<file path="src/sv/dd_pi_pkg.sv">
// Shared constants, types and state encoding for the wheel speed PI controller.
package dd_pi_pkg;

    localparam int TICK_WIDTH = 16;
    localparam int FRAC_BITS  = 12;
    localparam int SUM_WIDTH  = 32;

    localparam int GAIN_W  = 10;
    localparam int DIST_W  = 10;
    localparam int HTRK_W  = 12;
    localparam int SCALE_W = 16;
    localparam int LIM_W   = 8;
    localparam int MS_W    = 16;
    localparam int SPD_W   = 16;
    localparam int MODE_W  = 2;
    localparam int DATA_W  = 32;
    localparam int PADDR_W = 5;
    localparam int REG_W   = 3;

    localparam int SPEED_SHIFT = 16 - FRAC_BITS;
    localparam int NUM_W  = TICK_WIDTH + SCALE_W + 1;
    localparam int MAG_W  = TICK_WIDTH + SCALE_W - 1;
    localparam int DEN_W  = MS_W + SPEED_SHIFT;
    localparam int DCNT_W = $clog2(MAG_W + 1);
    localparam int HP_W   = HTRK_W + 1 + SPD_W;
    localparam int HT_W   = HP_W - FRAC_BITS;
    localparam int SP_W   = ((HT_W > SPD_W) ? HT_W : SPD_W) + 1;
    localparam int ERR_W  = SP_W + 1;
    localparam int SADD_W = ((SUM_WIDTH > ERR_W) ? SUM_WIDTH : ERR_W) + 1;
    localparam int PE_W   = ERR_W + GAIN_W + 1;
    localparam int IS_W   = SUM_WIDTH + GAIN_W + 1;
    localparam int U_W    = ((PE_W > IS_W) ? PE_W : IS_W) + 1;
    localparam int SH_W   = U_W - FRAC_BITS;
    localparam int DRV_W  = LIM_W + 1;

    localparam int SPEED_POS_MAX = 2 ** (SPD_W - 1) - 1;
    localparam int SPEED_NEG_MAG = 2 ** (SPD_W - 1);

    localparam logic signed [TICK_WIDTH-1:0] TICK_MAX = {1'b0, {(TICK_WIDTH - 1){1'b1}}};
    localparam logic signed [TICK_WIDTH-1:0] TICK_MIN = {1'b1, {(TICK_WIDTH - 1){1'b0}}};
    localparam logic signed [SUM_WIDTH-1:0]  SUM_MAX  = {1'b0, {(SUM_WIDTH - 1){1'b1}}};
    localparam logic signed [SUM_WIDTH-1:0]  SUM_MIN  = {1'b1, {(SUM_WIDTH - 1){1'b0}}};
    localparam logic signed [SPD_W-1:0]      SPD_MAX  = {1'b0, {(SPD_W - 1){1'b1}}};
    localparam logic signed [SPD_W-1:0]      SPD_MIN  = {1'b1, {(SPD_W - 1){1'b0}}};

    localparam logic [MODE_W-1:0] MODE_LEFT  = 2'd0;
    localparam logic [MODE_W-1:0] MODE_RIGHT = 2'd1;
    localparam logic [MODE_W-1:0] MODE_TICK  = 2'd2;

    localparam logic [REG_W-1:0] REG_PROP_GAIN   = 3'd0;
    localparam logic [REG_W-1:0] REG_INTEG_GAIN  = 3'd1;
    localparam logic [REG_W-1:0] REG_OBST_THRESH = 3'd2;
    localparam logic [REG_W-1:0] REG_HALF_TRACK  = 3'd3;
    localparam logic [REG_W-1:0] REG_SPEED_SCALE = 3'd4;
    localparam logic [REG_W-1:0] REG_DRIVE_LIMIT = 3'd5;

    localparam logic [GAIN_W-1:0]  RST_PROP_GAIN   = 10'd250;
    localparam logic [GAIN_W-1:0]  RST_INTEG_GAIN  = 10'd125;
    localparam logic [DIST_W-1:0]  RST_OBST_THRESH = 10'd30;
    localparam logic [HTRK_W-1:0]  RST_HALF_TRACK  = 12'd568;
    localparam logic [SCALE_W-1:0] RST_SPEED_SCALE = 16'd8579;
    localparam logic [LIM_W-1:0]   RST_DRIVE_LIMIT = 8'd255;

    typedef enum logic [2:0] {
        ST_IDLE,
        ST_LOAD,
        ST_DIV,
        ST_SPD,
        ST_ERR,
        ST_MUL,
        ST_ACC,
        ST_OUT
    } t_state;

    typedef struct packed {
        logic edge_left;
        logic edge_right;
        logic tick_start;
        logic div_start;
        logic spd_step;
        logic err_step;
        logic mul_step;
        logic acc_step;
        logic out_load;
    } t_dp_cmd;

    typedef struct packed {
        logic div_done;
        logic out_busy;
    } t_dp_stat;

endpackage

</file>
<file path="src/sv/dd_pi_ctrl.sv">
// Controller state machine sequencing one control tick through the datapath.
module dd_pi_ctrl import dd_pi_pkg::*; (
    input  logic              i_clk,
    input  logic              i_rst_n,
    input  logic              i_in_valid,
    input  logic [MODE_W-1:0] i_mode,
    input  t_dp_stat          i_stat,
    output logic              o_in_stall,
    output t_dp_cmd           o_cmd
);

    t_state r_state;
    t_state n_state;
    logic   w_accept;

    assign w_accept = i_in_valid && (r_state == ST_IDLE);

    always_ff @(posedge i_clk) begin
        if (!i_rst_n) begin
            r_state <= ST_IDLE;
        end else begin
            r_state <= n_state;
        end
    end

    always_comb begin
        n_state = r_state;
        unique case (r_state)
            ST_IDLE: begin
                if (w_accept && (i_mode == MODE_TICK)) begin
                    n_state = ST_LOAD;
                end
            end
            ST_LOAD: n_state = ST_DIV;
            ST_DIV: begin
                if (i_stat.div_done) begin
                    n_state = ST_SPD;
                end
            end
            ST_SPD: n_state = ST_ERR;
            ST_ERR: n_state = ST_MUL;
            ST_MUL: n_state = ST_ACC;
            ST_ACC: n_state = ST_OUT;
            ST_OUT: begin
                if (!i_stat.out_busy) begin
                    n_state = ST_IDLE;
                end
            end
            default: n_state = ST_IDLE;
        endcase
    end

    always_comb begin
        o_in_stall       = (r_state != ST_IDLE);
        o_cmd.edge_left  = w_accept && (i_mode == MODE_LEFT);
        o_cmd.edge_right = w_accept && (i_mode == MODE_RIGHT);
        o_cmd.tick_start = w_accept && (i_mode == MODE_TICK);
        o_cmd.div_start  = (r_state == ST_LOAD);
        o_cmd.spd_step   = (r_state == ST_SPD);
        o_cmd.err_step   = (r_state == ST_ERR);
        o_cmd.mul_step   = (r_state == ST_MUL);
        o_cmd.acc_step   = (r_state == ST_ACC);
        o_cmd.out_load   = (r_state == ST_OUT) && !i_stat.out_busy;
    end

endmodule

</file>
<file path="config.mk">
export PLATFORM = sky130hd
export DESIGN_NAME = dd_pi_ctrl
export DESIGN_NICKNAME = d
export VERILOG_FILES = /design/src/sv/dd_pi_pkg.sv /design/src/sv/dd_pi_ctrl.sv
export SDC_FILE = /design/constraint.sdc
export NUM_CORES = 1
export LEC_CHECK = 0
export BUFFER_PORTS_ARGS = -buffer_cell sky130_fd_sc_hd__buf_2
export CORE_AREA = 2 2 39 41
export DETAILED_ROUTE_END_ITERATION = 10
export DIE_AREA = 0 0 41 43
export PLACE_DENSITY_LB_ADDON = 0.05
export REMOVE_ABC_BUFFERS = 1
export SYNTH_ARGS = -nofsm -noshare
export SYNTH_HDL_FRONTEND = slang
export SYNTH_SLANG_ARGS = --single-unit
</file>
<file path="constraint.sdc">
create_clock -name i_clk -period 1.3 [get_ports i_clk]
set_input_delay 0.065 -clock i_clk [delete_from_list [all_inputs] [get_ports i_clk]]
set_output_delay 0.065 -clock i_clk [all_outputs]
set_load 0.02 [all_outputs]
</file>
==> results.py <==
metrics = {
    "pwr": {
        "internal_power_w": 0.000258,
        "ir_drop_mv": 0.250,
        "p_leak_nw": 0.216,
        "p_total_w": 0.000360,
        "p_seq_share_pct": 29.5,
        "switchingPower_w": 0.000102,
        "pwr-share-clk_pct": 44.1,
        "power_frac_comb_pct": 26.5,
        "power_density_mw_per_mm2": 874,
        "swShare_pct": 28.3,
    },
    "route": {
        "wl_per_cell_um": 9.74,
        "dr.first_iter.drc_count": 4,
        "viasPerCell": 4.23,
        "num_vias": 292,
        "drc_errors": 0,
        "first_pass_iters": 4,
        "ant_nets": 0,
        "wl_um": 672,
    },
    "sta": {
        "maxSlewHeadroom_pct": 87.1,
        "clock_skew_ns": 0.00130,
        "worst_slew_pin_slew_ns": 0.192,
        "drv_slew": 0,
        "fin_hold_ws_ns": 0.0768,
        "fmax_mhz": 775,
        "fin_crit_sh_pct": 99.3,
        "rsz0062_at_grt": "true",
        "period_needed_ns": 1.29,
        "hold_violations": 0,
        "setup_viol_count_final": 0,
    },
    "worst_setup_path": {
        "crit_fanout": 6,
        "ff2ff_setup_slack_ns": 0.24,
        "crit_path_end_kind": "output port",
        "critPathLaunchType": "flop",
        "arrival_ns": 1.23,
        "timing.rr.start": "r_state[0]$_SDFFE_PN0P_",
        "crit_required_ns": 1.24,
        "critPathKind": "flop to output port",
        "crit_start": "r_state[2]$_SDFFE_PN0P_",
    },
    "synth": {
        "synth_top_area_share_pct": 25.1,
        "ys_seq_area_share_pct": 25.1,
        "syn_avg_cell_area_um2": 7.97,
        "synth_area_leaders": "dfxtp_1, nor3b_2, nor3_2",
        "ys_types": 20,
        "synth-warning-count": 0,
        "synth_area_um2": 239,
        "yosys_register_bits": 3,
        "netlist_instances": 30,
        "yosysTopAreaCell": "dfxtp_1",
    },
    "placement": {
        "dp_hpwl_um": 496,
        "gp_congestion": 0.592,
        "place_inst": 60,
        "place_area_um2": 323,
        "io_buffers": 16,
    },
    "cells_and_area": {
        "reg.largest.list": "r_state: 3 flops",
        "fin_area_um2": 412,
        "mostFrequentLayoutCell": "buf_2",
        "nets": 61,
        "largest_reg_flops": 3,
        "num-fill-cells": 162,
        "fin_cells": 69,
        "area_growth_pct": 72.3,
        "diodes": 0,
        "layout_common_cells": "buf_2, buf_4, nor2_1, clkbuf_4",
        "layout-drive-gt1-share_pct": 64.2,
        "largest-register": "r_state",
    },
    "floorplan": {
        "die-area_mm2": 0.00176,
        "initial_core_util_pct": 17.3,
        "die_w_um": 41,
        "io-pin-count": 17,
        "die_h_um": 43,
        "core_area_mm2": 0.00138,
        "row_count": 14,
    },
    "global_route": {
        "grt_use_total_pct": 9.43,
        "grt_max_degree": 11,
        "grt_overflow_total": 0,
        "grt_pass1_vias": 269,
        "antenna_found_initial": 0,
        "grt_first_pass_wirelength_um": 1080,
    },
    "cts": {
        "cts_sinks": 3,
        "clk_pin_slew_ns": 0.04,
        "worstSkewPairLatency_ns": 0.23,
        "ctsRootBufferMaster": "clkbuf_4",
        "numCtsBuffers": 3,
        "htree_levels": 1,
        "max-clock-path-buffers": 2,
        "holdBufCountCts": 0,
        "cts_tree": "done",
    },
    "flow_run": {
        "drv_cap": 0,
    },
    "hold_path": {
        "worstHoldStart": "i_rst_n",
        "min_path_type": "input port to flop",
    },
    "status": {
        "status": "finished clean",
    },
}
-- worst max-delay path: stages, from the launching register on --
cell,delay (ns)
dfxtp_4,0.36
nor3_4,0.21
nand2_2,0.10
nor3b_2,0.16
buf_4,0.16
-- timing repair --
| item | 4_1_cts | 5_1_grt |
|---|---|---|
| hold endpoints to repair | 0 | 0 |
| buffers inserted | 2 | 3 |
| pin swaps | 2 | 4 |
| gates resized for setup | 7 | 3 |
| setup endpoints to repair | 4 | 4 |
-- logic make-up (layout without fill, tap and decap cells) --
logic type / Yosys count / in the layout / share of synthesized area, %
simple gates: 16 / 16 / 46.1
compound gates: 6 / 6 / 17.3
flops: 3 / 3 / 25.1
buf+inv: 5 / 28 / 11.5
-- cells in the mapped netlist (all sizes together) --
library cell  number
nor3               4
nand2              3
nor2               3
a211oi             1
buf                2
dfxtp              3
o22ai              1
o311a              1
o21ai              1
nor3b              4
and3b              1
a21boi             1
nor2b              1
a21oi              1
inv                3
-- stage by stage --
stage / TNS (ns) / utilization [%] / setup slack (ns)
after floorplan: 0 / - / 0.0882
after global placement: 0 / 23.3 / 0.154
after detailed placement: 0 / 23.3 / 0.128
after CTS: -0.0109 / 27.6 / -0.0109
after global routing: -0.200 / 29.7 / -0.0700
final: 0 / 29.7 / 0.00966
-- layer usage --
layer	track usage (%)	part of all wire, %	vias up
met5	0	0	-
met4	6.00	0	0
met3	4.71	11	0
met2	13.8	52	12
met1	10.3	36	128
li1	-	-	152
-- power groups by stage --
stage | registers [W] | clock network (W) | logic, W
6_report | 0.000106 | 0.000159 | 0.0000953
5_1_grt | 0.000108 | 0.000176 | 0.000105
4_1_cts | 0.000107 | 0.000170 | 0.0000890
3_5_place_dp | 0.000110 | 0 | 0.0000729
3_3_place_gp | 0.000109 | 0 | 0.0000722
2_1_floorplan | 0.000107 | 0 | 0.0000448
-- final timing paths --
kind,endpoint,depth (start not counted)
hold / removal,r_state[2]$_SDFFE_PN0P_,3
setup reg to reg,r_state[2]$_SDFFE_PN0P_,5
setup / recovery,o_cmd[7],4
hold reg to reg,r_state[1]$_SDFFE_PN0P_,2
-- area by class of cell --
type / count / area (um^2) / area share [%]
multi-input combinational: 22 / 160 / 38.9
timing repair buffer: 21 / 125 / 30.4
sequential: 3 / 68.8 / 16.7
clock buffer: 4 / 26.3 / 6.38
tap: 16 / 20.0 / 4.86
inverter: 3 / 11.3 / 2.74
No activity file was read; power rests on OpenSTA's default activity.
